==> src/rtl/core/ism_pkg.sv <==
// Shared types and constants of the Ising spin update block
`timescale 1ns / 1ps
package ism_pkg;

	localparam int OP_W     = 2;
	localparam int ROW_W    = 6;
	localparam int FRAC_W   = 32;
	localparam int DE_W     = 5;
	localparam int E_OUT_W  = 15;
	localparam int M_OUT_W  = 14;
	localparam int SUM_W    = 64;
	localparam int SQ_W     = 63;
	localparam int CNT_W    = 32;
	localparam int SIDE_W   = 7;
	localparam int APB_AW   = 4;
	localparam int APB_DW   = 32;
	localparam int NB_SPINS = 5;
	localparam int SEL_W    = 3;

	localparam logic [SIDE_W-1:0] SIDE_RESET = 7'd16;

	localparam logic [OP_W-1:0] OP_FLIP    = 2'd0;
	localparam logic [OP_W-1:0] OP_SWEEP   = 2'd1;
	localparam logic [OP_W-1:0] OP_RESTART = 2'd2;

	localparam logic [1:0] REG_SIDE = 2'd0;
	localparam logic [1:0] REG_R4   = 2'd1;
	localparam logic [1:0] REG_R8   = 2'd2;

	// read order of the five lattice sites
	localparam logic [SEL_W-1:0] SEL_MID = 3'd0;
	localparam logic [SEL_W-1:0] SEL_UP  = 3'd1;
	localparam logic [SEL_W-1:0] SEL_DN  = 3'd2;
	localparam logic [SEL_W-1:0] SEL_LF  = 3'd3;
	localparam logic [SEL_W-1:0] SEL_RT  = 3'd4;

	typedef struct packed {
		logic             take;
		logic             restart;
		logic             clr_wr;
		logic [SEL_W-1:0] rd_sel;
		logic             cap;
		logic [SEL_W-1:0] cap_sel;
		logic             eval;
		logic             upd;
		logic             sq;
		logic             sum;
		logic             load_out;
	} ism_cmd_t;

	typedef struct packed {
		logic [OP_W-1:0] op;
		logic            site_ok;
		logic            clr_last;
	} ism_status_t;

endpackage

==> src/rtl/core/ism_ctrl.sv <==
// Sequencer for flip attempts, sweep sums, restart and lattice clearing
`timescale 1ns / 1ps
module ism_ctrl import ism_pkg::*; (
	input  logic        clk,
	input  logic        arst_n,
	input  logic        item_valid,
	output logic        item_ready,
	output logic        result_valid,
	input  logic        result_ready,
	input  logic        side_wr,
	input  ism_status_t status,
	output ism_cmd_t    cmd
);
	localparam logic [3:0] S_RST  = 4'd0;
	localparam logic [3:0] S_CLR  = 4'd1;
	localparam logic [3:0] S_IDLE = 4'd2;
	localparam logic [3:0] S_DEC  = 4'd3;
	localparam logic [3:0] S_RD   = 4'd4;
	localparam logic [3:0] S_EVAL = 4'd5;
	localparam logic [3:0] S_UPD  = 4'd6;
	localparam logic [3:0] S_SQ   = 4'd7;
	localparam logic [3:0] S_SUM  = 4'd8;
	localparam logic [3:0] S_FIN  = 4'd9;

	localparam logic [SEL_W-1:0] RD_LAST = SEL_W'(NB_SPINS);

	logic [3:0]       state_q, state_nxt;
	logic [SEL_W-1:0] rd_cnt_q, rd_cnt_nxt;
	logic             reply_q, reply_nxt;
	logic             out_valid_q;

	assign item_ready   = (state_q == S_IDLE);
	assign result_valid = out_valid_q;

	always_comb begin
		cmd        = '0;
		state_nxt  = state_q;
		rd_cnt_nxt = rd_cnt_q;
		reply_nxt  = reply_q;
		case (state_q)
			S_RST: begin
				cmd.restart = 1'b1;
				state_nxt   = S_CLR;
			end
			S_CLR: begin
				cmd.clr_wr = 1'b1;
				if (status.clr_last) begin
					state_nxt = reply_q ? S_FIN : S_IDLE;
				end
			end
			S_IDLE: begin
				if (item_valid) begin
					cmd.take  = 1'b1;
					state_nxt = S_DEC;
				end
			end
			S_DEC: begin
				case (status.op)
					OP_FLIP: begin
						rd_cnt_nxt = '0;
						state_nxt  = status.site_ok ? S_RD : S_FIN;
					end
					OP_SWEEP: state_nxt = S_SQ;
					OP_RESTART: begin
						reply_nxt = 1'b1;
						state_nxt = S_RST;
					end
					default: state_nxt = S_FIN;
				endcase
			end
			S_RD: begin
				// read data arrives in the cycle after its address
				cmd.rd_sel  = rd_cnt_q;
				cmd.cap     = (rd_cnt_q != '0);
				cmd.cap_sel = rd_cnt_q - SEL_W'(1);
				if (rd_cnt_q == RD_LAST) begin
					state_nxt = S_EVAL;
				end else begin
					rd_cnt_nxt = rd_cnt_q + SEL_W'(1);
				end
			end
			S_EVAL: begin
				cmd.eval  = 1'b1;
				state_nxt = S_UPD;
			end
			S_UPD: begin
				cmd.upd   = 1'b1;
				state_nxt = S_FIN;
			end
			S_SQ: begin
				cmd.sq    = 1'b1;
				state_nxt = S_SUM;
			end
			S_SUM: begin
				cmd.sum   = 1'b1;
				state_nxt = S_FIN;
			end
			S_FIN: begin
				if (!out_valid_q || result_ready) begin
					cmd.load_out = 1'b1;
					reply_nxt    = 1'b0;
					state_nxt    = S_IDLE;
				end
			end
			default: state_nxt = S_RST;
		endcase
		// new side: reload energy, magnetization and clear the lattice
		if (side_wr) begin
			state_nxt = S_RST;
		end
	end

	always_ff @(posedge clk or negedge arst_n) begin
		if (!arst_n) begin
			state_q     <= S_RST;
			rd_cnt_q    <= '0;
			reply_q     <= 1'b0;
			out_valid_q <= 1'b0;
		end else begin
			state_q  <= state_nxt;
			rd_cnt_q <= rd_cnt_nxt;
			reply_q  <= reply_nxt;
			if (cmd.load_out) begin
				out_valid_q <= 1'b1;
			end else if (result_ready) begin
				out_valid_q <= 1'b0;
			end
		end
	end
endmodule

==> config.mk <==
export PLATFORM = sky130hd
export DESIGN_NAME = ism_ctrl
export DESIGN_NICKNAME = d
export VERILOG_FILES = /design/src/rtl/core/ism_pkg.sv /design/src/rtl/core/ism_ctrl.sv
export SDC_FILE = /design/constraint.sdc
export NUM_CORES = 1
export LEC_CHECK = 0
export ABC_AREA = 0
export BUFFER_PORTS_ARGS = -buffer_cell sky130_fd_sc_hd__buf_2
export CORE_MARGIN = 10
export CORE_UTILIZATION = 32
export CTS_CLUSTER_DIAMETER = 30
export DETAILED_ROUTE_END_ITERATION = 12
export GPL_TIMING_DRIVEN = 0
export SETUP_SLACK_MARGIN = 0.15
export SYNTH_ARGS = -nofsm -noshare
export SYNTH_HDL_FRONTEND = slang
export SYNTH_SLANG_ARGS = --single-unit
==> constraint.sdc <==
create_clock -name clk -period 1.8 [get_ports clk]
set_input_delay 0.18 -clock clk [delete_from_list [all_inputs] [get_ports clk]]
set_output_delay 0.18 -clock clk [all_outputs]
set_load 0.05 [all_outputs]
==> report_table.html, run 1 <==
<table>
<tr><th>Metric</th><th>Value</th></tr>
<tr><th colspan="2">Timing</th></tr>
<tr><td>Worst max-slew margin expressed relative to the limit</td><td>78.6%</td></tr>
<tr><td>Worst Setup Slack, final</td><td>-0.0344 ns</td></tr>
<tr><td>Setup repair after global routing missed its margin</td><td>yes</td></tr>
<tr><td>Transition time at the pin with the least slew margin</td><td>roughly 0.32 ns</td></tr>
<tr><td>Final critical-path share of the clock period</td><td>102%</td></tr>
<tr><td>Worst hold slack after final layout</td><td>around 0.15 ns</td></tr>
<tr><td>Endpoints failing hold</td><td>0</td></tr>
<tr><td>Max Clock Freq</td><td>roughly 550 MHz</td></tr>
<tr><td>Worst clock skew</td><td>~0.00045 ns</td></tr>
<tr><td>Fin crit period</td><td>1.83 ns</td></tr>
<tr><td>Setup TNS</td><td>-0.0383 ns</td></tr>
<tr><td>Max Transition Viols Final</td><td>0</td></tr>
<tr><td>Final setup viols</td><td>2</td></tr>
<tr><th colspan="2">Setup path</th></tr>
<tr><td>Critical path launch point type</td><td>register</td></tr>
<tr><td>Endpoint required time on the critical path</td><td>~1.6 ns</td></tr>
<tr><td>Critical Path Max Stage Delay</td><td>~0.4 ns</td></tr>
<tr><td>Critical register-to-register path endpoint</td><td>rd_cnt_q[2]$_DFFE_PN0P_</td></tr>
<tr><td>Startpoint of the lowest-slack register-to-register path</td><td>state_q[3]$_DFFE_PN0P_</td></tr>
<tr><td>Cell count of the worst reg-to-reg path</td><td>8</td></tr>
<tr><td>Top Family by Delay on Critical Path</td><td>simple AND/OR/NAND/NOR gates</td></tr>
<tr><td>Crit. path cell count</td><td>6</td></tr>
<tr><td>Critical setup path kind</td><td>register to output pin</td></tr>
<tr><td>Critical path arrival</td><td>roughly 1.7 ns</td></tr>
<tr><td>Cell with the largest stage delay on the worst path</td><td>sky130_fd_sc_hd__dfrtp_2</td></tr>
<tr><td>Crit. End Element</td><td>output pin</td></tr>
<tr><td>Critical Path, Cell by Cell</td><td>nand2b_4, or3_4, buf_12, nor2_4, buf_6, buf_8</td></tr>
<tr><td>FF-to-FF setup slack</td><td>0.12 ns</td></tr>
<tr><td>Crit path buffers/inverters</td><td>3</td></tr>
<tr><td>Highest net fanout along the worst path</td><td>7</td></tr>
<tr><th colspan="2">Yosys</th></tr>
<tr><td>Synth area leaders</td><td>sky130_fd_sc_hd__dfrtp_1 (27%), sky130_fd_sc_hd__ha_1 (6.0%), sky130_fd_sc_hd__nand2b_1 (6.0%)</td></tr>
<tr><td>Dominant register cell in the synthesized netlist</td><td>sky130_fd_sc_hd__dfrtp_1</td></tr>
<tr><td>Post-synthesis cell area</td><td>836 sq um</td></tr>
<tr><td>Syn Nets</td><td>about 110</td></tr>
<tr><td>Unique masters post-synth</td><td>39</td></tr>
<tr><td>Top-area cell type share of the netlist area</td><td>roughly 27%</td></tr>
<tr><td>Number of synthesis warnings</td><td>0</td></tr>
<tr><td>Mean post-synth cell area</td><td>~8.4 sq um</td></tr>
<tr><td>Cell type with the largest total area after synthesis</td><td>sky130_fd_sc_hd__dfrtp_1</td></tr>
<tr><td>Cell count after synthesis</td><td>99</td></tr>
<tr><td>Synth cell count leaders</td><td>sky130_fd_sc_hd__nor2_1 (13), sky130_fd_sc_hd__dfrtp_1 (9), sky130_fd_sc_hd__nand2b_1 (8)</td></tr>
<tr><td>Ys async rst share</td><td>100%</td></tr>
<tr><td>Share of synthesized area occupied by flip-flops and latches</td><td>26.9%</td></tr>
<tr><td>Flops &amp; latches, synth</td><td>9</td></tr>
<tr><td>Number of enable-type register cells in the synthesized netlist</td><td>0</td></tr>
<tr><td>Library cell with the highest instance count after synthesis</td><td>sky130_fd_sc_hd__nor2_1</td></tr>
<tr><th colspan="2">Layout</th></tr>
<tr><td>Fillcell total</td><td>roughly 200</td></tr>
<tr><td>Inserted Diodes</td><td>0</td></tr>
<tr><td>Syn-to-layout area delta</td><td>90.4%</td></tr>
<tr><td>Share of final-layout standard cells stronger than drive strength 1</td><td>62.6%</td></tr>
<tr><td>Final Net Count</td><td>~160</td></tr>
<tr><th colspan="2">Die</th></tr>
<tr><td># IOs</td><td>26</td></tr>
<tr><td>Initial standard-cell utilization of the core</td><td>roughly 34%</td></tr>
<tr><td>Die Span Y</td><td>~71 um</td></tr>
<tr><td>DIE WIDTH</td><td>between 70 and 80 um</td></tr>
<tr><td>Die area</td><td>roughly 0.0051 sq mm</td></tr>
<tr><td>Std-Cell Rows</td><td>18</td></tr>
<tr><td>Area of the core</td><td>roughly 0.0025 sq mm</td></tr>
<tr><th colspan="2">Placed design</th></tr>
<tr><td>Count of port buffers added during placement</td><td>25</td></tr>
<tr><td>Detail Placement HPWL</td><td>1.74 mm</td></tr>
<tr><td>Last weighted congestion value of the routability-driven placer</td><td>approximately 0.74</td></tr>
<tr><th colspan="2">Min path</th></tr>
<tr><td>Number of stages on the worst hold path</td><td>2</td></tr>
<tr><td>Hold/Removal Path Class</td><td>input pin to register</td></tr>
<tr><td>Worst Hold Path EP</td><td>state_q[3]$_DFFE_PN0P_</td></tr>
<tr><td>Min-delay src</td><td>side_wr</td></tr>
<tr><th colspan="2">Route</th></tr>
<tr><td>Routed via count</td><td>900</td></tr>
<tr><td>Via density</td><td>between 5 and 6</td></tr>
<tr><td>Length of the first detailed-routing pass in iterations</td><td>3</td></tr>
<tr><td>Remaining routing DRC violations</td><td>0</td></tr>
<tr><td>Average wire per standard cell</td><td>15.3 um</td></tr>
<tr><td>Total Routed Length</td><td>roughly 2.7 mm</td></tr>
<tr><td>Initial DRC Count</td><td>31</td></tr>
<tr><td>Residual antenna-violating net count after detailed routing</td><td>0</td></tr>
<tr><th colspan="2">Outcome</th></tr>
<tr><td>Result of the run</td><td>complete, but fails checks</td></tr>
<tr><td>Violated checks</td><td>negative setup slack</td></tr>
<tr><th colspan="2">Power</th></tr>
<tr><td>Power density cells</td><td>between 1000 and 1500 mW/mm^2</td></tr>
<tr><td>Worst IR drop on VDD</td><td>970 uV</td></tr>
<tr><td>Static leakage</td><td>~0.65 nW</td></tr>
<tr><th colspan="2">Clock tree</th></tr>
<tr><td>Num CTS Buffers</td><td>3</td></tr>
<tr><td>Worst skew pair latency</td><td>0.26 ns</td></tr>
<tr><td>CTS Buffer Depth</td><td>2</td></tr>
<tr><td>Clock root cell</td><td>sky130_fd_sc_hd__clkbuf_4</td></tr>
<tr><td>Worst-path clk slew</td><td>approximately 0.060 ns</td></tr>
<tr><td>Clock sink total</td><td>9</td></tr>
<tr><td>TritonCTS clock tree</td><td>built</td></tr>
<tr><td>Number of H-tree levels</td><td>1</td></tr>
<tr><th colspan="2">Global routing</th></tr>
<tr><td>Number of global-route vias before repair</td><td>around 890</td></tr>
<tr><td>Total congestion overflow</td><td>0</td></tr>
<tr><td>Largest net degree at the start of global routing</td><td>11</td></tr>
<tr><td>Wire length of the first global-routing pass</td><td>around 4.1 mm</td></tr>
<tr><td>Initial antenna violation count</td><td>0</td></tr>
<tr><td>GRT Util Overall</td><td>9.82%</td></tr>
<tr><th colspan="2">Run</th></tr>
<tr><td>Max-cap violations</td><td>0</td></tr>
</table>
logic make-up after synthesis:
kind of cell / Yosys count / share of synthesized area [%]
AOI/OAI and AO/OA: 19 / 17.8
DFF: 9 / 26.9
buffers and inverters: 10 / 7.78
xor gates and xnor gates: 1 / 1.05
adders and majority gates: 4 / 5.99
and+or+nand+nor: 56 / 40.4
placed cells by master, fill, tap and decap left out, types with 2 or more instances in the layout:
| cell type | instances |
|---|---|
| sky130_fd_sc_hd__buf_6 | 16 |
| sky130_fd_sc_hd__buf_4 | 11 |
| sky130_fd_sc_hd__buf_2 | 10 |
| sky130_fd_sc_hd__buf_8 | 10 |
| sky130_fd_sc_hd__nor2_1 | 7 |
| sky130_fd_sc_hd__nand2_1 | 6 |
| sky130_fd_sc_hd__nor2_4 | 6 |
| sky130_fd_sc_hd__dfrtp_2 | 5 |
| sky130_fd_sc_hd__nand2b_4 | 4 |
| sky130_fd_sc_hd__nand2b_1 | 4 |
| sky130_fd_sc_hd__ha_1 | 4 |
| sky130_fd_sc_hd__dfrtp_1 | 4 |
| sky130_fd_sc_hd__inv_1 | 3 |
| sky130_fd_sc_hd__nor3_2 | 3 |
| sky130_fd_sc_hd__o21ai_1 | 3 |
| sky130_fd_sc_hd__nor3b_1 | 3 |
| sky130_fd_sc_hd__clkbuf_4 | 3 |
| sky130_fd_sc_hd__buf_12 | 2 |
| sky130_fd_sc_hd__nor3_4 | 2 |
| sky130_fd_sc_hd__nor4b_4 | 2 |
| sky130_fd_sc_hd__nand3b_1 | 2 |
| sky130_fd_sc_hd__nand3_2 | 2 |
| sky130_fd_sc_hd__nor2b_1 | 2 |
metrics by stage:
stage          area, sq um  setup slack [ns]  power [mW]  cells  utilization (%)
2_1_floorplan          928          0.000166        1.10     99                -
3_3_place_gp          1090           -0.0752        1.27    154             44.0
3_5_place_dp          1090           -0.0626        1.27    154             44.0
4_1_cts               1300           -0.0649        1.56    164             52.6
5_1_grt               1590           -0.0670        2.04    177             64.2
6_report              1590           -0.0344        1.91    177             64.2
power breakdown:
group          leakage [nW]  internal (mW)  switching (mW)
sequential            0.110          0.280          0.0833
clock                0.0150         0.0854          0.0700
combinational         0.528          0.644           0.751
repair_timing:
item / 4_1_cts / 5_1_grt
gates cloned: 0 / 0
pin swaps: 3 / 17
hold endpoints to repair: 9 / 0
resized for setup: 37 / 54
buffers inserted: 5 / 13
hold buffers: 1 / 0
endpoints found under the setup margin: 11 / 18
layer usage:
metal / up-vias / routed length [um] / track usage (%)
met5: - / 0 / 0
met4: 0 / 25 / 2.58
met3: 4 / 132 / 3.63
met2: 17 / 1350 / 15.6
met1: 423 / 1200 / 12.1
li1: 456 / - / -
state kept, by name (all words and copies together), names as in the netlist:
| register | cells |
|---|---|
| rd_cnt_q | 3 |
| result_valid | 1 |
| reply_q | 1 |
| state_q | 4 |
layout make-up:
type / count / area [sq um] / share of cell area [%]
multi-input cells: 80 / 768 / 48.3
repair buffers: 44 / 432 / 27.1
flip-flops and latches: 9 / 231 / 14.5
plain buffers: 6 / 81.3 / 5.11
well taps: 30 / 37.5 / 2.36
clock buffers: 4 / 26.3 / 1.65
inverters: 4 / 15.0 / 0.943
worst max-delay path by stage:
stage | start | end
2_1_floorplan | state_q[2]$_DFFE_PN0P_ | cmd[14]
3_3_place_gp | state_q[3]$_DFFE_PN0P_ | cmd[5]
3_5_place_dp | state_q[3]$_DFFE_PN0P_ | cmd[5]
4_1_cts | state_q[1]$_DFFE_PN0P_ | cmd[5]
5_1_grt | state_q[3]$_DFFE_PN0P_ | cmd[5]
6_report | state_q[3]$_DFFE_PN0P_ | cmd[5]
Power figures use the tool's default switching activity.
==> inputs of run 2 (changes only) <==
--- a/config.mk
+++ b/config.mk
@@ -11,7 +11,6 @@
 export CORE_UTILIZATION = 32
 export CTS_CLUSTER_DIAMETER = 30
 export DETAILED_ROUTE_END_ITERATION = 12
-export GPL_TIMING_DRIVEN = 0
 export SETUP_SLACK_MARGIN = 0.15
 export SYNTH_ARGS = -nofsm -noshare
 export SYNTH_HDL_FRONTEND = slang
==> report_table.html, run 2 (synthesized netlist as in run 1, its figures left out) <==
<table>
<tr><th>Metric</th><th>Value</th></tr>
<tr><th colspan="2">Power</th></tr>
<tr><td>Static leakage</td><td>0.603 nW (-7.6%)</td></tr>
<tr><td>Worst IR drop on VDD</td><td>710 uV (-27%)</td></tr>
<tr><td>Tot Pwr</td><td>1.72 mW (-10%)</td></tr>
<tr><td>Power density cells</td><td>1180 mW/mm^2 (-1.6%)</td></tr>
<tr><th colspan="2">Setup path</th></tr>
<tr><td>Critical path arrival</td><td>1.56 ns (-0.09 ns)</td></tr>
<tr><td>Critical setup path kind</td><td>register to output pin</td></tr>
<tr><td>FF-to-FF setup slack</td><td>0.14 ns (+0.02 ns)</td></tr>
<tr><td>Cell count of the worst reg-to-reg path</td><td>6 (-2)</td></tr>
<tr><td>Startpoint of the lowest-slack register-to-register path</td><td>state_q[2]$_DFFE_PN0P_</td></tr>
<tr><td>Startpoint of the worst setup timing path</td><td>state_q[3]$_DFFE_PN0P_</td></tr>
<tr><td>Highest net fanout along the worst path</td><td>7 (unchanged)</td></tr>
<tr><td>Endpoint required time on the critical path</td><td>1.62 ns (about the same)</td></tr>
<tr><td>Crit. End Element</td><td>output pin</td></tr>
<tr><td>Critical path launch point type</td><td>register</td></tr>
<tr><td>Critical register-to-register path endpoint</td><td>state_q[0]$_DFFE_PN0P_</td></tr>
<tr><th colspan="2">Layout</th></tr>
<tr><td>Total area of multi-input combinational cells</td><td>741 sq um (-3.6%)</td></tr>
<tr><td>Biggest register</td><td>state_q</td></tr>
<tr><td>Commonest cells after routing, fill and taps aside</td><td>sky130_fd_sc_hd__buf_4 (14), sky130_fd_sc_hd__buf_2 (10), sky130_fd_sc_hd__buf_6 (8)</td></tr>
<tr><td>Share of final-layout standard cells stronger than drive strength 1</td><td>58.9% (-3.7 points)</td></tr>
<tr><td>Register Area</td><td>230 sq um (-0.54%)</td></tr>
<tr><td>Number of flip-flops under the largest register name</td><td>4 (unchanged)</td></tr>
<tr><td>Leading registers by flop count</td><td>state_q x4, rd_cnt_q x3</td></tr>
<tr><td>Final Net Count</td><td>155 (-3.7%)</td></tr>
<tr><td>Most common cell after layout, fill and taps aside</td><td>sky130_fd_sc_hd__buf_4</td></tr>
<tr><td>Inserted Diodes</td><td>0 (unchanged)</td></tr>
<tr><td>Syn-to-layout area delta</td><td>74.0%</td></tr>
<tr><td>Fillcell total</td><td>225 (+13%)</td></tr>
<tr><th colspan="2">Clock tree</th></tr>
<tr><td>Worst skew pair latency</td><td>0.27 ns (about the same)</td></tr>
<tr><td>TritonCTS clock tree</td><td>built</td></tr>
<tr><td>Clock sink total</td><td>9 (unchanged)</td></tr>
<tr><td>Worst-path clk slew</td><td>0.07 ns (about the same)</td></tr>
<tr><td>CTS Buffer Depth</td><td>2 (unchanged)</td></tr>
<tr><td>Num CTS Buffers</td><td>3 (unchanged)</td></tr>
<tr><td>Number of H-tree levels</td><td>1 (unchanged)</td></tr>
<tr><td>Clock root cell</td><td>sky130_fd_sc_hd__clkbuf_4</td></tr>
<tr><th colspan="2">Route</th></tr>
<tr><td>Initial DRC Count</td><td>35 (+13%)</td></tr>
<tr><td>Total Routed Length</td><td>2.90 mm (+6.9%)</td></tr>
<tr><td>Via density</td><td>5.42 (+6.5%)</td></tr>
<tr><td>Remaining routing DRC violations</td><td>0 (unchanged)</td></tr>
<tr><td>Length of the first detailed-routing pass in iterations</td><td>4 (+1)</td></tr>
<tr><td>Average wire per standard cell</td><td>17.0 um (+11%)</td></tr>
<tr><td>Routed via count</td><td>926 (+2.9%)</td></tr>
<tr><td>Residual antenna-violating net count after detailed routing</td><td>0 (unchanged)</td></tr>
<tr><th colspan="2">Die</th></tr>
<tr><td>Die Span Y</td><td>71.1 um (unchanged)</td></tr>
<tr><td>DIE WIDTH</td><td>71.1 um (unchanged)</td></tr>
<tr><td># IOs</td><td>26 (unchanged)</td></tr>
<tr><td>Std-Cell Rows</td><td>18 (unchanged)</td></tr>
<tr><td>Die area</td><td>0.00506 sq mm (unchanged)</td></tr>
<tr><td>Initial standard-cell utilization of the core</td><td>33.7% (unchanged)</td></tr>
<tr><td>Area of the core</td><td>0.00248 sq mm (unchanged)</td></tr>
<tr><th colspan="2">Global routing</th></tr>
<tr><td>GRT Util Overall</td><td>9.78% (-0.042 points)</td></tr>
<tr><td>Initial antenna violation count</td><td>0 (unchanged)</td></tr>
<tr><td>Largest net degree at the start of global routing</td><td>18 (+7)</td></tr>
<tr><td>Number of global-route vias before repair</td><td>875 (-1.1%)</td></tr>
<tr><td>Total congestion overflow</td><td>0 (unchanged)</td></tr>
<tr><td>Wire length of the first global-routing pass</td><td>4.16 mm (+0.34%)</td></tr>
<tr><th colspan="2">Timing</th></tr>
<tr><td>Max Clock Freq</td><td>574 MHz (+5.3%)</td></tr>
<tr><td>Final setup viols</td><td>0 (-2)</td></tr>
<tr><td>Final critical-path share of the clock period</td><td>96.7% (-5.2 points)</td></tr>
<tr><td>Setup repair after global routing missed its margin</td><td>yes</td></tr>
<tr><td>Fin crit period</td><td>1.74 ns (-0.0930 ns)</td></tr>
<tr><td>Endpoints failing hold</td><td>0 (unchanged)</td></tr>
<tr><td>Worst max-slew margin expressed relative to the limit</td><td>74.1% (-4.6 points)</td></tr>
<tr><td>Transition time at the pin with the least slew margin</td><td>0.389 ns (+0.0716 ns)</td></tr>
<tr><td>Worst clock skew</td><td>0.00730 ns (+0.00685 ns)</td></tr>
<tr><td>Max Transition Viols Final</td><td>0 (unchanged)</td></tr>
<tr><td>Setup TNS</td><td>0 ns (+0.0383 ns)</td></tr>
<tr><th colspan="2">Placed design</th></tr>
<tr><td>Detail Placement HPWL</td><td>1.87 mm (+8.0%)</td></tr>
<tr><td>Count of port buffers added during placement</td><td>25 (unchanged)</td></tr>
<tr><td>Last weighted congestion value of the routability-driven placer</td><td>0.852 (+16%)</td></tr>
<tr><th colspan="2">Min path</th></tr>
<tr><td>Number of stages on the worst hold path</td><td>2 (unchanged)</td></tr>
<tr><td>Worst Hold Path EP</td><td>state_q[2]$_DFFE_PN0P_</td></tr>
<tr><td>Hold/Removal Path Class</td><td>input pin to register</td></tr>
<tr><td>Min-delay src</td><td>side_wr</td></tr>
<tr><th colspan="2">Outcome</th></tr>
<tr><td>Result of the run</td><td>finished, final reports clean</td></tr>
<tr><th colspan="2">Run</th></tr>
<tr><td>Max-cap violations</td><td>0 (unchanged)</td></tr>
</table>
==> run 2: changes by cell type in the layout (fill, tap and decap cells not counted), sizes merged <==
cell    before  now
clkbuf       4    6
buf         49   40
clkinv       0    1
==> run 2: cell type report <==
class                           instances  share of cell area, %
Tap cell                               30                   2.58
Sequential cell                         9                   15.8
Clock buffer                            3                   1.55
Multi-Input combinational cell         80                   50.9
Timing Repair Buffer                   44                   27.7
Inverter                                4                   1.03
Clock inverter                          1                  0.344
==> run 2: metal layers <==
layer | vias to the layer above | share of wire [%] | GRT usage (%)
li1 | 442 | - | -
met1 | 445 | 41 | 11.1
met2 | 33 | 53 | 18.0
met3 | 6 | 4.1 | 2.79
met4 | 0 | 1.4 | 1.29
met5 | - | 0 | 0
==> run 2: worst max-delay path by stage <==
stage | endpoint | cells past startpoint | slack [ns]
after global routing | cmd[8] | 4 | 0.002
after CTS | cmd[8] | 4 | 0.05
after global placement | cmd[8] | 4 | 0.11
after floorplan | cmd[14] | 3 | 0.0002
after detailed placement | cmd[8] | 4 | 0.08
final | cmd[8] | 4 | 0.06
==> run 2: power breakdown <==
group          internal (mW)  switching, mW
Sequential             0.279         0.0803
Clock                 0.0822         0.0786
Combinational          0.496          0.705
==> run 2: timing repair <==
item,CTS,global route
hold buffers,1,0
setup endpoints to repair,13,21
endpoints found under the hold margin,9,0
buffers inserted,6,5
pin swaps,4,11
gates resized for setup,33,27
==> run 2: through the flow <==
| step | setup slack, ns | hold WS (ns) | cells | instance area [sq um] | utilization (%) |
|---|---|---|---|---|---|
| final | 0.0586 | 0.152 | 171 | 1450 | 58.7 |
| after global routing | 0.00233 | 0.139 | 171 | 1450 | 58.7 |
| after CTS | 0.0461 | 0.130 | 166 | 1310 | 53.0 |
| after detailed placement | 0.0760 | 0.0422 | 155 | 1100 | 44.5 |
| after global placement | 0.107 | 0.0456 | 155 | 1100 | 44.5 |
| after floorplan | 0.000166 | -0.116 | 99 | 928 | - |
==> run 2: worst max-delay path, stage by stage, from the launching register on <==
cell,delay (ns)
sky130_fd_sc_hd__dfrtp_1,0.38
sky130_fd_sc_hd__nand2b_4,0.14
sky130_fd_sc_hd__or3_4,0.43
sky130_fd_sc_hd__a21oi_4,0.17
sky130_fd_sc_hd__buf_8,0.16
==> inputs of run 3 (changes only) <==
--- a/config.mk
+++ b/config.mk
@@ -6,11 +6,11 @@
 export NUM_CORES = 1
 export LEC_CHECK = 0
 export ABC_AREA = 0
-export BUFFER_PORTS_ARGS = -buffer_cell sky130_fd_sc_hd__buf_2
 export CORE_MARGIN = 10
 export CORE_UTILIZATION = 32
 export CTS_CLUSTER_DIAMETER = 30
 export DETAILED_ROUTE_END_ITERATION = 12
+export DONT_BUFFER_PORTS = 1
 export SETUP_SLACK_MARGIN = 0.15
 export SYNTH_ARGS = -nofsm -noshare
 export SYNTH_HDL_FRONTEND = slang
==> report_table.html, run 3 (synthesized netlist as in run 1, its figures left out) <==
<table>
<tr><th>Metric</th><th>Value</th></tr>
<tr><th colspan="2">Outcome</th></tr>
<tr><td>Result of the run</td><td>finished, final reports clean</td></tr>
<tr><th colspan="2">Timing</th></tr>
<tr><td>Setup TNS</td><td>0 ns (unchanged)</td></tr>
<tr><td>Final critical-path share of the clock period</td><td>94.4% (-2.4 points)</td></tr>
<tr><td>Worst max-slew margin expressed relative to the limit</td><td>70.1% (-4.0 points)</td></tr>
<tr><td>Max Transition Viols Final</td><td>0 (unchanged)</td></tr>
<tr><td>Endpoints failing hold</td><td>0 (unchanged)</td></tr>
<tr><td>Max Clock Freq</td><td>589 MHz (+2.5%)</td></tr>
<tr><td>Final setup viols</td><td>0 (unchanged)</td></tr>
<tr><td>Transition time at the pin with the least slew margin</td><td>0.448 ns (+0.0587 ns)</td></tr>
<tr><td>Setup repair after global routing missed its margin</td><td>yes</td></tr>
<tr><td>Worst clock skew</td><td>0.00236 ns (-0.00494 ns)</td></tr>
<tr><td>Fin crit period</td><td>1.70 ns (-0.0424 ns)</td></tr>
<tr><th colspan="2">Route</th></tr>
<tr><td>Residual antenna-violating net count after detailed routing</td><td>0 (unchanged)</td></tr>
<tr><td>Length of the first detailed-routing pass in iterations</td><td>2 (-2)</td></tr>
<tr><td>Routed via count</td><td>804 (-13%)</td></tr>
<tr><td>Via density</td><td>5.22 (-3.6%)</td></tr>
<tr><td>Average wire per standard cell</td><td>14.3 um (-16%)</td></tr>
<tr><td>Remaining routing DRC violations</td><td>0 (unchanged)</td></tr>
<tr><td>Initial DRC Count</td><td>38 (+8.6%)</td></tr>
<tr><td>Total Routed Length</td><td>2.20 mm (-24%)</td></tr>
<tr><th colspan="2">Global routing</th></tr>
<tr><td>Layer carrying the most global-route usage</td><td>met2</td></tr>
<tr><td>Met3 routing resource usage after global routing</td><td>4.32% (+1.5 points)</td></tr>
<tr><td>GR Layer Usage met2</td><td>13.1% (-4.9 points)</td></tr>
<tr><td>Initial antenna violation count</td><td>0 (unchanged)</td></tr>
<tr><td>Total congestion overflow</td><td>0 (unchanged)</td></tr>
<tr><td>Fraction of met1 tracks used by global routing</td><td>11.2% (+0.15 points)</td></tr>
<tr><td>Largest net degree at the start of global routing</td><td>15 (-3)</td></tr>
<tr><td>Wire length of the first global-routing pass</td><td>3.74 mm (-10%)</td></tr>
<tr><td>GRT Util Overall</td><td>8.83% (-0.96 points)</td></tr>
<tr><td>Number of global-route vias before repair</td><td>778 (-11%)</td></tr>
<tr><th colspan="2">Layout</th></tr>
<tr><td>Syn-to-layout area delta</td><td>56.6%</td></tr>
<tr><td>Biggest register</td><td>state_q</td></tr>
<tr><td>Commonest cells after routing, fill and taps aside</td><td>sky130_fd_sc_hd__buf_4 (13), sky130_fd_sc_hd__nand2_1 (7), sky130_fd_sc_hd__buf_12 (7)</td></tr>
<tr><td>Inserted Diodes</td><td>0 (unchanged)</td></tr>
<tr><td>Number of flip-flops under the largest register name</td><td>4 (unchanged)</td></tr>
<tr><td>Cell area after layout</td><td>0.00131 sq mm (-10%)</td></tr>
<tr><td>Final Net Count</td><td>138 (-11%)</td></tr>
<tr><td>Most common cell after layout, fill and taps aside</td><td>sky130_fd_sc_hd__buf_4</td></tr>
<tr><td>Leading registers by flop count</td><td>state_q x4, rd_cnt_q x3</td></tr>
<tr><td>Final standard cell utilization of the core</td><td>52.8% (-5.9 points)</td></tr>
<tr><td>Share of final-layout standard cells stronger than drive strength 1</td><td>49.2% (-9.7 points)</td></tr>
<tr><td>Fillcell total</td><td>216 (-4.0%)</td></tr>
<tr><th colspan="2">Setup path</th></tr>
<tr><td>Endpoint required time on the critical path</td><td>1.62 ns (about the same)</td></tr>
<tr><td>CP endpoint</td><td>cmd[8]</td></tr>
<tr><td>Cell count of the worst reg-to-reg path</td><td>5 (-1)</td></tr>
<tr><td>Crit. End Element</td><td>output pin</td></tr>
<tr><td>Highest net fanout along the worst path</td><td>7 (unchanged)</td></tr>
<tr><td>Critical setup path kind</td><td>register to output pin</td></tr>
<tr><td>Critical path arrival</td><td>1.52 ns (-0.04 ns)</td></tr>
<tr><td>FF-to-FF setup slack</td><td>0.18 ns (+0.04 ns)</td></tr>
<tr><td>Startpoint of the worst setup timing path</td><td>state_q[3]$_DFFE_PN0P_</td></tr>
<tr><td>Critical path launch point type</td><td>register</td></tr>
<tr><td>Startpoint of the lowest-slack register-to-register path</td><td>state_q[3]$_DFFE_PN0P_</td></tr>
<tr><td>Critical register-to-register path endpoint</td><td>state_q[0]$_DFFE_PN0P_</td></tr>
<tr><th colspan="2">Clock tree</th></tr>
<tr><td>Num CTS Buffers</td><td>3 (unchanged)</td></tr>
<tr><td>Number of H-tree levels</td><td>1 (unchanged)</td></tr>
<tr><td>CTS Buffer Depth</td><td>2 (unchanged)</td></tr>
<tr><td>Clock sink total</td><td>9 (unchanged)</td></tr>
<tr><td>Clock root cell</td><td>sky130_fd_sc_hd__clkbuf_4</td></tr>
<tr><td>Worst-path clk slew</td><td>0.06 ns (about the same)</td></tr>
<tr><td>Worst skew pair latency</td><td>0.25 ns (-0.02 ns)</td></tr>
<tr><td>TritonCTS clock tree</td><td>built</td></tr>
<tr><th colspan="2">Run</th></tr>
<tr><td>Max-cap violations</td><td>0 (unchanged)</td></tr>
<tr><th colspan="2">Power</th></tr>
<tr><td>Static leakage</td><td>0.501 nW (-17%)</td></tr>
<tr><td>Worst IR drop on VDD</td><td>912 uV (+29%)</td></tr>
<tr><td>Power density cells</td><td>1180 mW/mm^2 (about the same)</td></tr>
<tr><th colspan="2">Min path</th></tr>
<tr><td>Hold/Removal Path Class</td><td>input pin to register</td></tr>
<tr><td>Min-delay src</td><td>status[2]</td></tr>
<tr><th colspan="2">Die</th></tr>
<tr><td>Std-Cell Rows</td><td>18 (unchanged)</td></tr>
<tr><td># IOs</td><td>26 (unchanged)</td></tr>
<tr><td>Die area</td><td>0.00506 sq mm (unchanged)</td></tr>
<tr><td>Die Span Y</td><td>71.1 um (unchanged)</td></tr>
<tr><td>Area of the core</td><td>0.00248 sq mm (unchanged)</td></tr>
<tr><td>Initial standard-cell utilization of the core</td><td>33.7% (unchanged)</td></tr>
<tr><td>DIE WIDTH</td><td>71.1 um (unchanged)</td></tr>
<tr><th colspan="2">Placed design</th></tr>
<tr><td>Detail Placement HPWL</td><td>1.73 mm (-7.9%)</td></tr>
<tr><td>Post-placement cell area</td><td>0.00116 sq mm (+5.7%)</td></tr>
<tr><td>Count of port buffers added during placement</td><td>0 (-100%)</td></tr>
<tr><td>Last weighted congestion value of the routability-driven placer</td><td>0.822 (-3.5%)</td></tr>
</table>
run 3: changes by cell type in the layout (fill, tap and decap cells not counted), sizes merged:
cell         previous run  this run
buf                    40        25
clkbuf                  6         4
clkinv                  1         0
dlygate4sd3             1         2
run 3: worst min-delay path by stage:
stage                                    end  slack, ns  depth (start not counted)
global placement     rd_cnt_q[0]$_DFFE_PN0P_      -0.12                          0
global route          state_q[0]$_DFFE_PN0P_       0.12                          2
finish                   reply_q$_DFFE_PN0P_       0.11                          3
detailed placement  result_valid$_DFFE_PN0P_      -0.12                          0
floorplan            rd_cnt_q[0]$_DFFE_PN0P_      -0.12                          0
CTS                      reply_q$_DFFE_PN0P_        0.1                          3
run 3: worst max-delay path, cell delays in order, from the launching register on:
cell                       delay, ns
sky130_fd_sc_hd__dfrtp_1        0.37
sky130_fd_sc_hd__nand2b_4       0.14
sky130_fd_sc_hd__or3_4          0.43
sky130_fd_sc_hd__a21oi_4        0.17
sky130_fd_sc_hd__buf_12         0.15
run 3: layout make-up:
cell class	instances	area [sq um]	share of cell area [%]
Clock buffer	4	26.3	2.01
Inverter	4	15.0	1.15
Multi-Input combinational cell	80	687	52.5
Sequential cell	9	229	17.5
Tap cell	30	37.5	2.87
Timing Repair Buffer	27	314	24.0
run 3: stage by stage:
| stage | total power [mW] | setup WS [ns] | instances | hold slack [ns] |
|---|---|---|---|---|
| after global placement | 1.28 | 0.136 | 145 | -0.115 |
| after global routing | 1.67 | 0.0414 | 154 | 0.117 |
| final | 1.55 | 0.101 | 154 | 0.106 |
| after CTS | 1.50 | 0.0685 | 153 | 0.0965 |
| after floorplan | 1.10 | 0.000166 | 99 | -0.116 |
| after detailed placement | 1.29 | 0.0847 | 145 | -0.115 |
run 3: repair_timing:
item | in CTS | in global routing
setup buffers | 2 | 1
setup endpoints to repair | 10 | 18
resized for setup | 6 | 12
hold endpoints to repair | 12 | 0
pin swaps | 2 | 1
hold buffers | 2 | 0
run 3: routing by layer:
metal / vias to the layer above / wire length (um)
met1: 383 / 975
met3: 2 / 129
met4: 0 / 9
li1: 405 / -
met2: 14 / 1090
met5: - / 0
run 3: power breakdown:
group | switching [mW] | internal (mW)
logic | 0.632 | 0.418
clock network | 0.0648 | 0.0850
registers | 0.0718 | 0.277
total | 0.769 | 0.780
